==> config.mk <==
export PLATFORM = sky130hd
export DESIGN_NAME = pid_controller_with_integral_fade_flat
export DESIGN_NICKNAME = d
export VERILOG_FILES = /design/src/rtl/pidf_pkg.sv /design/src/rtl/pidf_if.sv /design/src/rtl/pidf_serial_mul.sv /design/src/rtl/pidf_serial_div.sv /design/src/rtl/pid_controller_with_integral_fade.sv /design/src/flat_wrapper.sv
export SDC_FILE = /design/constraint.sdc
export NUM_CORES = 2
export LEC_CHECK = 0
export ABC_CLOCK_PERIOD_IN_PS = 10170
export BUFFER_PORTS_ARGS = -buffer_cell sky130_fd_sc_hd__buf_2
export CORE_ASPECT_RATIO = 0.75
export CORE_MARGIN = 10
export CORE_UTILIZATION = 40
export DETAILED_ROUTE_END_ITERATION = 7
export GPL_TIMING_DRIVEN = 0
export SYNTH_ARGS = -nofsm -noshare
export SYNTH_HDL_FRONTEND = slang
export SYNTH_SLANG_ARGS = --single-unit
==> constraint.sdc <==
create_clock -name clk -period 10.17 [get_ports clk]
set_input_delay 1.5255 -clock clk [delete_from_list [all_inputs] [get_ports clk]]
set_output_delay 1.5255 -clock clk [all_outputs]
set_load 0.005 [all_outputs]
==> src/rtl/pidf_pkg.sv <==
`default_nettype none

package pidf_pkg;

	localparam int SAMPLE_WIDTH   = 16;
	localparam int INTEGRAL_WIDTH = 40;
	localparam int GAIN_W         = 16;
	localparam int FF_W           = 32;
	localparam int FADE_W         = 17;
	localparam int FADE_FRAC      = 16;
	localparam int DT_W           = 16;
	localparam int DRIVE_W        = 32;
	localparam int CFG_W          = 32;
	localparam int REG_IDX_W      = 3;
	localparam int OUT_SHIFT      = 8;

	localparam int ERR_W  = SAMPLE_WIDTH + 1;
	localparam int DIFF_W = SAMPLE_WIDTH + 2;

	// serial multipliers (two instances): A takes the integral, the error or a gain,
	// B takes a gain, fade, elapsed time, the error or the error difference
	localparam int MUL_AW    = (INTEGRAL_WIDTH > ERR_W) ? INTEGRAL_WIDTH : ERR_W;
	localparam int MUL_BW    = (DIFF_W > FADE_W + 1) ? DIFF_W : FADE_W + 1;
	localparam int PROD_W    = MUL_AW + MUL_BW;
	localparam int MUL_CNT_W = $clog2(MUL_BW);

	// derivative divider: kd * (e - last_e) over elapsed_ms
	localparam int DIV_NW    = GAIN_W + DIFF_W;
	localparam int DIV_DW    = DT_W;
	localparam int DIV_CNT_W = $clog2(DIV_NW);

	localparam int ISUM_W = ((INTEGRAL_WIDTH > ERR_W + DT_W) ? INTEGRAL_WIDTH : ERR_W + DT_W) + 2;
	localparam int SUM_W  = PROD_W + 1;
	localparam int TOT_W  = SUM_W + 1;

	localparam logic [FADE_W-1:0] FADE_ONE = FADE_W'(1 << FADE_FRAC);

endpackage

`default_nettype wire

==> src/rtl/pidf_if.sv <==
`default_nettype none

interface pidf_sample_if;
	logic                                     valid;
	logic                                     ready;
	logic signed [pidf_pkg::SAMPLE_WIDTH-1:0] sensor;
	logic signed [pidf_pkg::SAMPLE_WIDTH-1:0] setpoint;
	logic [pidf_pkg::DT_W-1:0]                elapsed_ms;

	modport source (output valid, sensor, setpoint, elapsed_ms, input ready);
	modport sink (input valid, sensor, setpoint, elapsed_ms, output ready);
endinterface

interface pidf_result_if;
	logic                                valid;
	logic                                ready;
	logic signed [pidf_pkg::DRIVE_W-1:0] drive;

	modport source (output valid, drive, input ready);
	modport sink (input valid, drive, output ready);
endinterface

`default_nettype wire

==> src/rtl/pidf_serial_mul.sv <==
`default_nettype none

// Signed radix-2 shift-add multiplier, B consumed LSB first, one bit per cycle.
module pidf_serial_mul (
	input  logic                                 clk,
	input  logic                                 arst_n,
	input  logic                                 start,
	input  logic signed [pidf_pkg::MUL_AW-1:0]   a,
	input  logic signed [pidf_pkg::MUL_BW-1:0]   b,
	output logic                                 busy,
	output logic signed [pidf_pkg::PROD_W-1:0]   prod
);

	logic                                  busy_q;
	logic [pidf_pkg::MUL_CNT_W-1:0]        cnt_q;
	logic signed [pidf_pkg::MUL_AW-1:0]    a_q;
	logic [pidf_pkg::PROD_W-1:0]           p_q;
	logic                                  last;
	logic signed [pidf_pkg::MUL_AW:0]      hi;
	logic signed [pidf_pkg::MUL_AW:0]      ax;
	logic signed [pidf_pkg::MUL_AW:0]      upd;

	assign last = (cnt_q == pidf_pkg::MUL_CNT_W'(pidf_pkg::MUL_BW - 1));
	assign hi   = {p_q[pidf_pkg::PROD_W-1], p_q[pidf_pkg::PROD_W-1 -: pidf_pkg::MUL_AW]};
	assign ax   = {a_q[pidf_pkg::MUL_AW-1], a_q};

	always_comb begin
		if (!p_q[0]) begin
			upd = hi;
		end else if (last) begin
			// sign bit of B weighs negative
			upd = hi - ax;
		end else begin
			upd = hi + ax;
		end
	end

	always_ff @(posedge clk or negedge arst_n) begin
		if (!arst_n) begin
			busy_q <= 1'b0;
			cnt_q  <= '0;
		end else if (start) begin
			busy_q <= 1'b1;
			cnt_q  <= '0;
		end else if (busy_q) begin
			if (last) begin
				busy_q <= 1'b0;
			end else begin
				cnt_q <= cnt_q + 1'b1;
			end
		end
	end

	always_ff @(posedge clk) begin
		if (start) begin
			a_q <= a;
			p_q <= {{pidf_pkg::MUL_AW{1'b0}}, b};
		end else if (busy_q) begin
			p_q <= {upd, p_q[pidf_pkg::MUL_BW-1:1]};
		end
	end

	assign busy = busy_q;
	assign prod = signed'(p_q);

endmodule

`default_nettype wire

==> src/rtl/pidf_serial_div.sv <==
`default_nettype none

// Restoring divider, one quotient bit per cycle, truncates toward zero.
module pidf_serial_div (
	input  logic                                 clk,
	input  logic                                 arst_n,
	input  logic                                 start,
	input  logic signed [pidf_pkg::DIV_NW-1:0]   num,
	input  logic [pidf_pkg::DIV_DW-1:0]          den,
	output logic                                 busy,
	output logic signed [pidf_pkg::DIV_NW-1:0]   quot
);

	logic                               busy_q;
	logic [pidf_pkg::DIV_CNT_W-1:0]     cnt_q;
	logic                               neg_q;
	logic [pidf_pkg::DIV_DW-1:0]        den_q;
	logic [pidf_pkg::DIV_DW-1:0]        rem_q;
	logic [pidf_pkg::DIV_NW-1:0]        mag_q;
	logic [pidf_pkg::DIV_DW:0]          r_shift;
	logic [pidf_pkg::DIV_DW:0]          r_diff;
	logic                               ge;
	logic                               last;

	assign r_shift = {rem_q, mag_q[pidf_pkg::DIV_NW-1]};
	assign r_diff  = r_shift - {1'b0, den_q};
	assign ge      = (r_shift >= {1'b0, den_q});
	assign last    = (cnt_q == pidf_pkg::DIV_CNT_W'(pidf_pkg::DIV_NW - 1));

	always_ff @(posedge clk or negedge arst_n) begin
		if (!arst_n) begin
			busy_q <= 1'b0;
			cnt_q  <= '0;
		end else if (start) begin
			busy_q <= 1'b1;
			cnt_q  <= '0;
		end else if (busy_q) begin
			if (last) begin
				busy_q <= 1'b0;
			end else begin
				cnt_q <= cnt_q + 1'b1;
			end
		end
	end

	always_ff @(posedge clk) begin
		if (start) begin
			neg_q <= num[pidf_pkg::DIV_NW-1];
			den_q <= den;
			rem_q <= '0;
			mag_q <= num[pidf_pkg::DIV_NW-1] ? (~num + 1'b1) : num;
		end else if (busy_q) begin
			rem_q <= ge ? r_diff[pidf_pkg::DIV_DW-1:0] : r_shift[pidf_pkg::DIV_DW-1:0];
			mag_q <= {mag_q[pidf_pkg::DIV_NW-2:0], ge};
		end
	end

	assign busy = busy_q;
	assign quot = neg_q ? signed'(~mag_q + 1'b1) : signed'(mag_q);

endmodule

`default_nettype wire

==> src/rtl/pid_controller_with_integral_fade.sv <==
`default_nettype none

// PID controller with feedforward and a fading integral. Each sample
// transaction carries sensor, setpoint and elapsed_ms; one drive transaction
// comes back for each. The error is e = setpoint - sensor; the integral is
// first scaled by fade_factor (Q1.16, values above 1.0 act as 1.0), then
// e*elapsed_ms is added with saturation at 40 bits. drive = feedforward +
// ((kp*e + ki*I + kd*(e - e_prev)/elapsed_ms) >> 8), saturated to signed
// 32 bits; with elapsed_ms = 0 the derivative is zero and the integral only
// fades. Gains are Q8.8. From acceptance to a loaded result, an item goes
// through two rounds of the pair of 18-step bit-serial multipliers, then the
// 34-step restoring divider for the derivative (the proportional product runs
// alongside it), then summing in S_SUM1 and S_SUM2 and saturation in S_OUT.
// A new sample is taken the cycle after the result is loaded, even while that
// result still waits on the output. The user must write registers through
// cfg_we/cfg_index/cfg_data only while the block is idle; the block itself
// does not enforce this. Indexes above 4 are ignored.
module pid_controller_with_integral_fade (
	input  logic                              clk,
	input  logic                              arst_n,
	input  logic                              cfg_we,
	input  logic [pidf_pkg::REG_IDX_W-1:0]    cfg_index,
	input  logic [pidf_pkg::CFG_W-1:0]        cfg_data,
	pidf_sample_if.sink                       sample,
	pidf_result_if.source                     result
);

	typedef enum logic [6:0] {
		S_IDLE = 7'b000_0001,
		S_MUL1 = 7'b000_0010,
		S_MUL2 = 7'b000_0100,
		S_DIV  = 7'b000_1000,
		S_SUM1 = 7'b001_0000,
		S_SUM2 = 7'b010_0000,
		S_OUT  = 7'b100_0000
	} state_t;

	typedef enum logic [pidf_pkg::REG_IDX_W-1:0] {
		REG_FEEDFORWARD,
		REG_GAIN_P,
		REG_GAIN_I,
		REG_GAIN_D,
		REG_FADE
	} reg_idx_t;

	// configuration
	logic signed [pidf_pkg::FF_W-1:0]           ff_q;
	logic signed [pidf_pkg::GAIN_W-1:0]         kp_q;
	logic signed [pidf_pkg::GAIN_W-1:0]         ki_q;
	logic signed [pidf_pkg::GAIN_W-1:0]         kd_q;
	logic [pidf_pkg::FADE_W-1:0]                fade_q;

	// control and state
	state_t                                     state_q;
	logic                                       go_q;
	logic signed [pidf_pkg::INTEGRAL_WIDTH-1:0] integ_q;
	logic signed [pidf_pkg::ERR_W-1:0]          last_err_q;
	logic                                       res_valid_q;

	// working registers
	logic signed [pidf_pkg::ERR_W-1:0]          err_q;
	logic signed [pidf_pkg::DIFF_W-1:0]         diff_q;
	logic [pidf_pkg::DT_W-1:0]                  dt_q;
	logic signed [pidf_pkg::PROD_W-1:0]         p4_q;
	logic signed [pidf_pkg::SUM_W-1:0]          sum_q;
	logic signed [pidf_pkg::DRIVE_W-1:0]        res_drive_q;

	logic                                       acc;
	logic signed [pidf_pkg::ERR_W-1:0]          err_c;
	logic signed [pidf_pkg::DIFF_W-1:0]         diff_c;
	logic [pidf_pkg::FADE_W-1:0]                fade_c;

	logic                                       m0_start;
	logic                                       m1_start;
	logic                                       div_start;
	logic                                       m0_busy;
	logic                                       m1_busy;
	logic                                       div_busy;
	logic signed [pidf_pkg::MUL_AW-1:0]         m0_a;
	logic signed [pidf_pkg::MUL_BW-1:0]         m0_b;
	logic signed [pidf_pkg::MUL_AW-1:0]         m1_a;
	logic signed [pidf_pkg::MUL_BW-1:0]         m1_b;
	logic signed [pidf_pkg::PROD_W-1:0]         p0;
	logic signed [pidf_pkg::PROD_W-1:0]         p1;
	logic signed [pidf_pkg::DIV_NW-1:0]         quot;
	logic signed [pidf_pkg::DIV_NW-1:0]         deriv;

	logic signed [pidf_pkg::ISUM_W-1:0]         isum;
	logic                                       isum_fits;
	logic signed [pidf_pkg::INTEGRAL_WIDTH-1:0] integ_c;
	logic signed [pidf_pkg::TOT_W-1:0]          tot;
	logic                                       tot_fits;
	logic signed [pidf_pkg::DRIVE_W-1:0]        drive_c;
	logic                                       mul_done;
	logic                                       res_load;

	assign sample.ready = (state_q == S_IDLE);
	assign acc          = sample.valid && sample.ready;

	assign err_c  = (pidf_pkg::ERR_W)'(sample.setpoint) - (pidf_pkg::ERR_W)'(sample.sensor);
	assign diff_c = (pidf_pkg::DIFF_W)'(err_c) - (pidf_pkg::DIFF_W)'(last_err_q);
	assign fade_c = (fade_q > pidf_pkg::FADE_ONE) ? pidf_pkg::FADE_ONE : fade_q;

	// configuration writes
	always_ff @(posedge clk or negedge arst_n) begin
		if (!arst_n) begin
			ff_q   <= '0;
			kp_q   <= '0;
			ki_q   <= '0;
			kd_q   <= '0;
			fade_q <= pidf_pkg::FADE_ONE;
		end else if (cfg_we) begin
			unique case (cfg_index)
				REG_FEEDFORWARD: ff_q   <= cfg_data[pidf_pkg::FF_W-1:0];
				REG_GAIN_P:      kp_q   <= cfg_data[pidf_pkg::GAIN_W-1:0];
				REG_GAIN_I:      ki_q   <= cfg_data[pidf_pkg::GAIN_W-1:0];
				REG_GAIN_D:      kd_q   <= cfg_data[pidf_pkg::GAIN_W-1:0];
				REG_FADE:        fade_q <= cfg_data[pidf_pkg::FADE_W-1:0];
				default: ;
			endcase
		end
	end

	// operand selection; sampled by the units only on their start cycle
	assign m0_a = (pidf_pkg::MUL_AW)'(integ_q);
	assign m0_b = (state_q == S_MUL1) ? signed'((pidf_pkg::MUL_BW)'(fade_c))
	                                  : (pidf_pkg::MUL_BW)'(ki_q);

	always_comb begin
		unique case (state_q)
			S_MUL1: begin
				m1_a = (pidf_pkg::MUL_AW)'(err_q);
				m1_b = signed'((pidf_pkg::MUL_BW)'(dt_q));
			end
			S_MUL2: begin
				m1_a = (pidf_pkg::MUL_AW)'(kd_q);
				m1_b = (pidf_pkg::MUL_BW)'(diff_q);
			end
			default: begin
				m1_a = (pidf_pkg::MUL_AW)'(kp_q);
				m1_b = (pidf_pkg::MUL_BW)'(err_q);
			end
		endcase
	end

	assign m0_start  = go_q && ((state_q == S_MUL1) || (state_q == S_MUL2));
	assign m1_start  = go_q && ((state_q == S_MUL1) || (state_q == S_MUL2) || (state_q == S_DIV));
	assign div_start = go_q && (state_q == S_DIV);

	pidf_serial_mul u_mul0 (
		.clk    (clk),
		.arst_n (arst_n),
		.start  (m0_start),
		.a      (m0_a),
		.b      (m0_b),
		.busy   (m0_busy),
		.prod   (p0)
	);

	pidf_serial_mul u_mul1 (
		.clk    (clk),
		.arst_n (arst_n),
		.start  (m1_start),
		.a      (m1_a),
		.b      (m1_b),
		.busy   (m1_busy),
		.prod   (p1)
	);

	// p1 still holds kd*(e - e_prev) on the cycle the divider starts
	pidf_serial_div u_div (
		.clk    (clk),
		.arst_n (arst_n),
		.start  (div_start),
		.num    (p1[pidf_pkg::DIV_NW-1:0]),
		.den    (dt_q),
		.busy   (div_busy),
		.quot   (quot)
	);

	assign deriv = (dt_q == '0) ? '0 : quot;

	// faded integral plus e*dt, saturated to the integral width
	assign isum = (pidf_pkg::ISUM_W)'(p0 >>> pidf_pkg::FADE_FRAC) + (pidf_pkg::ISUM_W)'(p1);
	assign isum_fits =
		(isum[pidf_pkg::ISUM_W-1:pidf_pkg::INTEGRAL_WIDTH-1] == '0) ||
		(isum[pidf_pkg::ISUM_W-1:pidf_pkg::INTEGRAL_WIDTH-1] == '1);
	assign integ_c = isum_fits ? isum[pidf_pkg::INTEGRAL_WIDTH-1:0]
	                 : (isum[pidf_pkg::ISUM_W-1] ? {1'b1, {(pidf_pkg::INTEGRAL_WIDTH-1){1'b0}}}
	                                             : {1'b0, {(pidf_pkg::INTEGRAL_WIDTH-1){1'b1}}});

	// output scaling, feedforward and saturation
	assign tot = (pidf_pkg::TOT_W)'(sum_q >>> pidf_pkg::OUT_SHIFT) + (pidf_pkg::TOT_W)'(ff_q);
	assign tot_fits =
		(tot[pidf_pkg::TOT_W-1:pidf_pkg::DRIVE_W-1] == '0) ||
		(tot[pidf_pkg::TOT_W-1:pidf_pkg::DRIVE_W-1] == '1);
	assign drive_c = tot_fits ? tot[pidf_pkg::DRIVE_W-1:0]
	                 : (tot[pidf_pkg::TOT_W-1] ? {1'b1, {(pidf_pkg::DRIVE_W-1){1'b0}}}
	                                           : {1'b0, {(pidf_pkg::DRIVE_W-1){1'b1}}});

	assign mul_done = !go_q && !m0_busy && !m1_busy;
	assign res_load = (state_q == S_OUT) && (!res_valid_q || result.ready);

	always_ff @(posedge clk or negedge arst_n) begin
		if (!arst_n) begin
			state_q    <= S_IDLE;
			go_q       <= 1'b0;
			integ_q    <= '0;
			last_err_q <= '0;
		end else begin
			go_q <= 1'b0;
			unique case (state_q)
				S_IDLE: begin
					if (acc) begin
						last_err_q <= err_c;
						go_q       <= 1'b1;
						state_q    <= S_MUL1;
					end
				end
				S_MUL1: begin
					if (mul_done) begin
						integ_q <= integ_c;
						go_q    <= 1'b1;
						state_q <= S_MUL2;
					end
				end
				S_MUL2: begin
					if (mul_done) begin
						go_q    <= 1'b1;
						state_q <= S_DIV;
					end
				end
				S_DIV: begin
					if (!go_q && !div_busy && !m1_busy) begin
						state_q <= S_SUM1;
					end
				end
				S_SUM1: state_q <= S_SUM2;
				S_SUM2: state_q <= S_OUT;
				S_OUT: begin
					if (res_load) begin
						state_q <= S_IDLE;
					end
				end
				default: state_q <= S_IDLE;
			endcase
		end
	end

	always_ff @(posedge clk) begin
		if (acc) begin
			err_q  <= err_c;
			diff_q <= diff_c;
			dt_q   <= sample.elapsed_ms;
		end
		if ((state_q == S_MUL2) && mul_done) begin
			p4_q <= p0;
		end
		if (state_q == S_SUM1) begin
			sum_q <= (pidf_pkg::SUM_W)'(p4_q) + (pidf_pkg::SUM_W)'(p1);
		end else if (state_q == S_SUM2) begin
			sum_q <= sum_q + (pidf_pkg::SUM_W)'(deriv);
		end
		if (res_load) begin
			res_drive_q <= drive_c;
		end
	end

	always_ff @(posedge clk or negedge arst_n) begin
		if (!arst_n) begin
			res_valid_q <= 1'b0;
		end else if (res_load) begin
			res_valid_q <= 1'b1;
		end else if (result.ready) begin
			res_valid_q <= 1'b0;
		end
	end

	assign result.valid = res_valid_q;
	assign result.drive = res_drive_q;

endmodule

`default_nettype wire

==> src/flat_wrapper.sv <==
// flat-port wrapper written by rule: the top's interface ports become plain ports
module pid_controller_with_integral_fade_flat 
  (clk, arst_n, cfg_we, cfg_index, cfg_data, sample_valid, sample_sensor, sample_setpoint, sample_elapsed_ms, sample_ready, result_valid, result_drive, result_ready);
  pidf_sample_if sample_i ();
  pidf_result_if result_i ();
  input  logic clk;
  input  logic arst_n;
  input  logic cfg_we;
  input  logic [pidf_pkg::REG_IDX_W-1:0] cfg_index;
  input  logic [pidf_pkg::CFG_W-1:0] cfg_data;
  input wire logic [$bits(sample_i.valid)-1:0] sample_valid;
  input wire logic [$bits(sample_i.sensor)-1:0] sample_sensor;
  input wire logic [$bits(sample_i.setpoint)-1:0] sample_setpoint;
  input wire logic [$bits(sample_i.elapsed_ms)-1:0] sample_elapsed_ms;
  output wire logic [$bits(sample_i.ready)-1:0] sample_ready;
  output wire logic [$bits(result_i.valid)-1:0] result_valid;
  output wire logic [$bits(result_i.drive)-1:0] result_drive;
  input wire logic [$bits(result_i.ready)-1:0] result_ready;
  assign sample_i.valid = sample_valid;
  assign sample_i.sensor = sample_sensor;
  assign sample_i.setpoint = sample_setpoint;
  assign sample_i.elapsed_ms = sample_elapsed_ms;
  assign sample_ready = sample_i.ready;
  assign result_valid = result_i.valid;
  assign result_drive = result_i.drive;
  assign result_i.ready = result_ready;
  pid_controller_with_integral_fade u_core (.clk(clk), .arst_n(arst_n), .cfg_we(cfg_we), .cfg_index(cfg_index), .cfg_data(cfg_data), .sample(sample_i), .result(result_i));
endmodule
# ---- Yosys cells after proc, flatten, opt, wreduce, memory -nomap -nowiden
# Index checks and enable logic that the tools add are counted.
dict set report op_classes {
  n_addsub 16
  order_cmp 2
  eq_ne 24
  n_mux 53
  bitwise_logic 2
  n_reduce_logical 43
}
# cell count
set op_table {}
lappend op_table {{$mux W34} 5}
lappend op_table {{$mux W40} 4}
lappend op_table {{$mux W59} 2}
lappend op_table {{$mux W18} 5}
lappend op_table {{$add A40 B40 Y41} 2}
lappend op_table {{$mux W41} 2}
lappend op_table {{$sub A40 B40 Y41} 2}
lappend op_table {{$pmux W40 S2} 1}
lappend op_table {{$add A34 B1 Y34 const B} 2}
lappend op_table {{$not A34 Y34} 2}
lappend op_table {{$mux W32} 2}
lappend op_table {{$add A58 B58 Y59} 1}
lappend op_table {{$add A59 B34 Y59} 1}
lappend op_table {{$add A51 B32 Y52} 1}
lappend op_table {{$pmux W7 S7} 1}
lappend op_table {{$add A42 B42 Y42} 1}
lappend op_table {{$pmux W18 S2} 1}
lappend op_table {{$mux W7} 5}
lappend op_table {{$mux W5} 6}
lappend op_table {{$eq A29 B29 Y1 const B} 1}
lappend op_table {{$logic_not A29 Y1} 1}
lappend op_table {{$reduce_and A2 Y1} 12}
lappend op_table {{$mux W6} 3}
lappend op_table {{$sub A17 B17 Y18} 1}
lappend op_table {{32 further kinds} 76}
dict set report word_totals {
  regBits 645
  input_bits 88
  out_inout_bits 34
  word_cells 174
}

# ---- Depth between registers and ports, before layout
dict set report depth {
  depth_word 7
  ltp_mapped 23
  ltp_nobuf 23
}

# ---- Modules after synthesis
# Synthesis repeated with hierarchy kept, for this count alone.
dict set report unflattened {
  cells_unflattened 5113
  hier_area_um2 46823.7
}
# mod instances cells_each area_each_um2 seq_area_each_um2
set by_module_without_submodules {}
lappend by_module_without_submodules {pid_controller_with_integral_fade 1 3013 27427.6 10087.2}
lappend by_module_without_submodules {{pidf_serial_mul at u_core.u_mul1} 1 759 7058.0 2692.6}
lappend by_module_without_submodules {{pidf_serial_mul at u_core.u_mul0} 1 743 6929.1 2692.6}
lappend by_module_without_submodules {pidf_serial_div 1 598 5408.9 2026.9}

# ---- Worst setup path after synthesis
# Ideal clock, no wire load.
dict set report synth_timing {
  path_type {register to register}
  startpoint {reg u_core.u_div.mag_q[3] (netlist bit)}
  endpoint {reg u_core.sum_q[45] (netlist bit) (data pin)}
  setup_time_ns 0.268
  arrival_time_ns 4.916
  t_required_ns 9.902
  setup_slack_ns 4.986
  path_stages_with_launch 21
  path_buffers 0
  period_less_slack_ns 5.184
  cell_sequence {edfxtp_1 > or3_1 > nor4_1 > nand2_1 > or2_2 > or4_1 > o21ai_0 > xor2_1 > nor2_1 > ha_1 > and3_1 > and4_1 > nand3_1 > nor3_1 > o31ai_1 > a22oi_1 > or3_1 > o32ai_1 > xor2_1 > nand2_1 > o21ai_0}
}
dict set report synth_via {
  elab_chain_cells 7
}
# item line
set synth_rtl {}
lappend synth_rtl {{start: declaration} pidf_serial_div.sv:19} ;# logic [pidf_pkg::DIV_NW-1:0] mag_q;
lappend synth_rtl {{start signal: assignment} pidf_serial_div.sv:51} ;# mag_q <= num[pidf_pkg::DIV_NW-1] ? (~num + 1'b1) : num;
lappend synth_rtl {{start signal: assignment} pidf_serial_div.sv:54} ;# mag_q <= {mag_q[pidf_pkg::DIV_NW-2:0], ge};
lappend synth_rtl {{$not A34 Y34} pidf_serial_div.sv:59} ;# assign quot = neg_q ? signed'(~mag_q + 1'b1) : signed'(mag_q);
lappend synth_rtl {{$add A34 B1 Y34} pidf_serial_div.sv:59}
lappend synth_rtl {{$mux W34 *} pidf_serial_div.sv:59}
lappend synth_rtl {{$mux W34 *} pid_controller_with_integral_fade.sv:181} ;# assign deriv = (dt_q == '0) ? '0 : quot;
lappend synth_rtl {{$add A59 B34 Y59 *} pid_controller_with_integral_fade.sv:262} ;# sum_q <= sum_q + (pidf_pkg::SUM_W)'(deriv);
lappend synth_rtl {{$mux W59 *} pid_controller_with_integral_fade.sv:261} ;# end else if (state_q == S_SUM2) begin
lappend synth_rtl {{$mux W59 *} pid_controller_with_integral_fade.sv:259} ;# if (state_q == S_SUM1) begin
lappend synth_rtl {{end signal: assignment} pid_controller_with_integral_fade.sv:260} ;# sum_q <= (pidf_pkg::SUM_W)'(p4_q) + (pidf_pkg::SUM_W)'(p1);
lappend synth_rtl {{end signal: assignment} pid_controller_with_integral_fade.sv:262}
lappend synth_rtl {{end: declaration} pid_controller_with_integral_fade.sv:65} ;# logic signed [pidf_pkg::SUM_W-1:0] sum_q;
# Every way passes the cells marked *; elsewhere a longest branch is shown, timed or not. The select of a mux whose other input is x is not followed.
# A chain may end at the register's enable or synchronous reset.

# ---- Worst setup path after layout
dict set report layout_timing {
  startpoint {reg u_core.dt_q[9] (netlist bit)}
  endpoint {reg u_core.sum_q[50] (netlist bit) (data pin)}
}
dict set report layout_via {
  elab_chain_cells 5
}
# item line
set layout_rtl {}
lappend layout_rtl {{start: declaration} pid_controller_with_integral_fade.sv:63} ;# logic [pidf_pkg::DT_W-1:0] dt_q;
lappend layout_rtl {{start signal: assignment} pid_controller_with_integral_fade.sv:254} ;# dt_q <= sample.elapsed_ms;
lappend layout_rtl {{$logic_not A16 Y1} pid_controller_with_integral_fade.sv:181}
lappend layout_rtl {{$mux W34} pid_controller_with_integral_fade.sv:181}
lappend layout_rtl {{$add A59 B34 Y59} pid_controller_with_integral_fade.sv:262}
lappend layout_rtl {{$mux W59} pid_controller_with_integral_fade.sv:261}
lappend layout_rtl {{$mux W59} pid_controller_with_integral_fade.sv:259}
# No other way between the ends. The select of a mux whose other input is x is not followed.

==> flow_summary_export.csv <==
group,metric,value,unit
power,seqPwrFrac,29.7,%
sta,rsz0062_at_grt,"no",
cells_and_area,drive_above_1_share,7.78,%
yosys,synthCells,4823,
cts,clock-sinks,622,
sta,slew_violations,0,
cells_and_area,nNetsFinal,5433,
place,place_ws,3.76,ns
yosys,synthFlopType,"edfxtp_1",
power,p_comb_share,54.1,%
cells_and_area,multi_input_area,26000,µm²
yosys,syn-num-nets,5243,
critical_path,crit_type,"flip-flop to flip-flop",
global_routing,antenna_found_initial,7,
cts,cts_buffer_depth,3,
floorplan,core-area,110000,µm²
sta,min_period,6.68,ns
sta,fin_skew,0.0965,ns
cells_and_area,area_growth,10.8,%
critical_path,crit_chain,"nor4_1 -> and4_1 -> clkbuf_1 -> clkbuf_1 -> nor2_1 -> ha_1 -> fa_1 -> a211oi_1 -> o21bai_1 -> a31oi_1 -> o21ai_0 -> nand3b_1 -> a21oi_1 -> or2_2 -> buf_1 -> maj3_1 -> nand2_1 -> mux2i_1 -> xor2_1 -> o21ai_0",
sta,finalHoldViolCount,0,
cts,cts_setup_buffers,0,
yosys,synth_common_cells,"450 x nor2_1, 410 x nand2_1, 399 x a21oi_1",
drt,first_pass_iters,6,
sta,finalSetupViolations,0,
hold_path,hold_class,"flip-flop to flip-flop",
yosys,yosys.area.top_type_share,23.3,%
place,gp_congestion,0.941,
cells_and_area,n_antenna_cell,0,
yosys,async_flop_share,29.3,%
critical_path,cp-start-kind,"flip-flop",
drt,routed_wl,145000,µm
global_routing,first_global_vias,35200,
yosys,ys.warnings.count,0,
cts,cts_tree,"done",
critical_path,critPathArrivalTime,7.04,ns
power,pwr-share-clk,16.1,%
global_routing,grt_pass1_wl,218000,µm
status,status,"completed",
yosys,yosysUniqueCellTypes,103,
global_routing,overflow,0,
floorplan,die_area,125000,µm²
yosys,netlist_top_cells_area,"edfxtp_1 23%, dfrtp_1 10%, ha_1 9.1%",
sta,timing.fmax,0.150,GHz
global_routing,grtUsageTotal,22.4,%
critical_path,crit_path_end_kind,"flip-flop",
job,drv_cap,0,
sta,tightest_slew,1.23,ns
sta,fin_crit_sh,65.7,%
yosys,yosysTopAreaCell,"edfxtp_1",
yosys,ys_seq_elements,622,
global_routing,grt_start_max_net_pins,108,
cts,cts_root_buffer,"clkbuf_16",
cts,holdBufCountCts,0,
cts,cts_resized,0,
yosys,yosysMostFrequentCell,"nor2_1",
sta,setup_tns,0,ns
power,powerDensity,315,nW/µm²
floorplan,die_w,404,µm
floorplan,io_pins,122,
cts,cts_buffers,61,
cts,clock_latency,0.72,ns
cts,path_clk_slew,0.08,ns
cells_and_area,seqCellArea,16800,µm²
drt,ant_nets,0,
drt,wl_per_cell,22.2,µm
floorplan,initial_utilization,40.4,%
critical_path,crit_slowest_cell,"nor4_1",
drt,vias_per_cell,5.85,
power,p_sw,7.08,mW
power,intPower,8.35,mW
yosys,synth_area_per_cell,9.18,µm²
place,numPortBuffers,120,
yosys,ys_seq_area_share,38.0,%
place,dpl.hpwl,114000,µm
cells_and_area,nFillCells,10700,
power,ir_drop,0.159,mV
floorplan,num_rows,105,
drt,num_vias,38100,
cts,htreeDepth,2,
drt,first_iter_violations,3690,
yosys,synth-edff-count,344,
critical_path,critPathMaxFanout,10,
sta,relSlewSlack,17.5,%
critical_path,required,10.53,ns
floorplan,die_h,308,µm
power,swShare,45.9,%
critical_path,slowest_delay,0.82,ns
sta,hold_slack,0.434,ns
power,p_leak,20.0,nW
sta,layout_setup_ws,3.49,ns
drt,drc,0,
yosys,synth_area,44300,µm²
-- per-stage QoR --
| stage | power [mW] | area, µm² | cells | utilization (%) |
|---|---|---|---|---|
| after floorplan | 10.3 | 44300 | 4823 | - |
| after global placement | 12.6 | 46700 | 6387 | 42.6 |
| after detailed placement | 12.7 | 46900 | 6394 | 42.8 |
| after CTS | 15.2 | 49000 | 6510 | 44.8 |
| after global routing | 16.5 | 49000 | 6510 | 44.8 |
| final | 15.4 | 49000 | 6510 | 44.8 |
-- critical path: cells and delay by family, from the launching register on --
family,cells,cell delay (ns)
compound gates,6,1.08
mux,1,0.37
flops,1,0.44
simple gates,6,2.12
xor+xnor,1,0.19
buf+inv,3,0.98
fa+ha+maj,3,1.13
-- worst paths after layout --
| path | from | cells after the start | end | slack [ns] |
|---|---|---|---|---|
| hold reg to reg | u_core.integ_q[16] | 0 | u_core.u_mul0.a_q[16] | 0.43 |
| setup / recovery | u_core.dt_q[9] | 20 | u_core.sum_q[50] | 3.49 |
| min in group asynchronous | arst_n | 1 | u_core.integ_q[35] | 0.84 |
| max in group asynchronous | arst_n | 2 | u_core.ff_q[28] | 8.11 |
| hold / removal | u_core.integ_q[16] | 0 | u_core.u_mul0.a_q[16] | 0.43 |
| setup reg to reg | u_core.dt_q[9] | 20 | u_core.sum_q[50] | 3.49 |
-- cells by family after synthesis --
logic type               count (synthesis)  share of synthesized area (%)
adder cells (fa/ha/maj)                333                           9.56
buffers and inverters                  387                           3.41
XOR/XNOR                               405                           8.01
flip-flops                             622                           38.0
AND/OR/NAND/NOR                       1416                           15.1
AO/OA/AOI/OAI                         1438                           20.6
multiplexers                           222                           5.32
-- state kept, by name, indices dropped and copies added, names as in the netlist, 17 cells and up --
register	cells
u_core.u_mul0.prod	58
u_core.err_q	17
u_core.diff_q	18
u_core.integ_q	40
u_core.u_mul1.a_q	17
u_core.ff_q	32
u_core.u_mul0.a_q	40
u_core.p4_q	58
u_core.sum_q	59
u_core.last_err_q	17
u_core.u_div.mag_q	34
u_core.u_mul1.prod	58
u_core.fade_q	17
u_core.result.drive	32
-- cell usage in the layout, fill, tap and decap left out, types with 122 or more instances in the layout --
cell type	n
a21oi_1	397
xnor2_1	202
a21o_1	176
clkbuf_1	209
xor2_1	203
nand2_1	409
nor2_1	450
inv_1	166
edfxtp_1	344
o21ai_0	327
buf_2	122
ha_1	323
dfrtp_1	180
-- power by group through the flow --
stage / Sequential [mW] / Combinational, mW / Clock (mW)
2_1_floorplan: 4.03 / 6.28 / 0
3_3_place_gp: 4.57 / 8.07 / 0
3_5_place_dp: 4.57 / 8.15 / 0
4_1_cts: 4.52 / 8.21 / 2.51
5_1_grt: 4.62 / 9.25 / 2.62
6_report: 4.59 / 8.35 / 2.49
-- layer usage --
layer | wire, µm | vias up | global-route usage [%]
met1 | 69700 | 18100 | 34.3
met2 | 57600 | 1636 | 31.7
li1 | - | 18200 | -
met3 | 14600 | 168 | 4.98
met4 | 2640 | 4 | 4.29
met5 | 71 | - | 0.398
-- area by class of cell --
type | instances | share of cell area, %
multi-input cells | 3814 | 53.0
flip-flops and latches | 622 | 34.3
well taps | 1444 | 3.68
clock buffers | 81 | 3.49
plain buffers | 219 | 1.81
repair buffers | 127 | 1.56
inverters | 168 | 1.29
clock inverters | 35 | 0.923
Power figures use the tool's default switching activity.
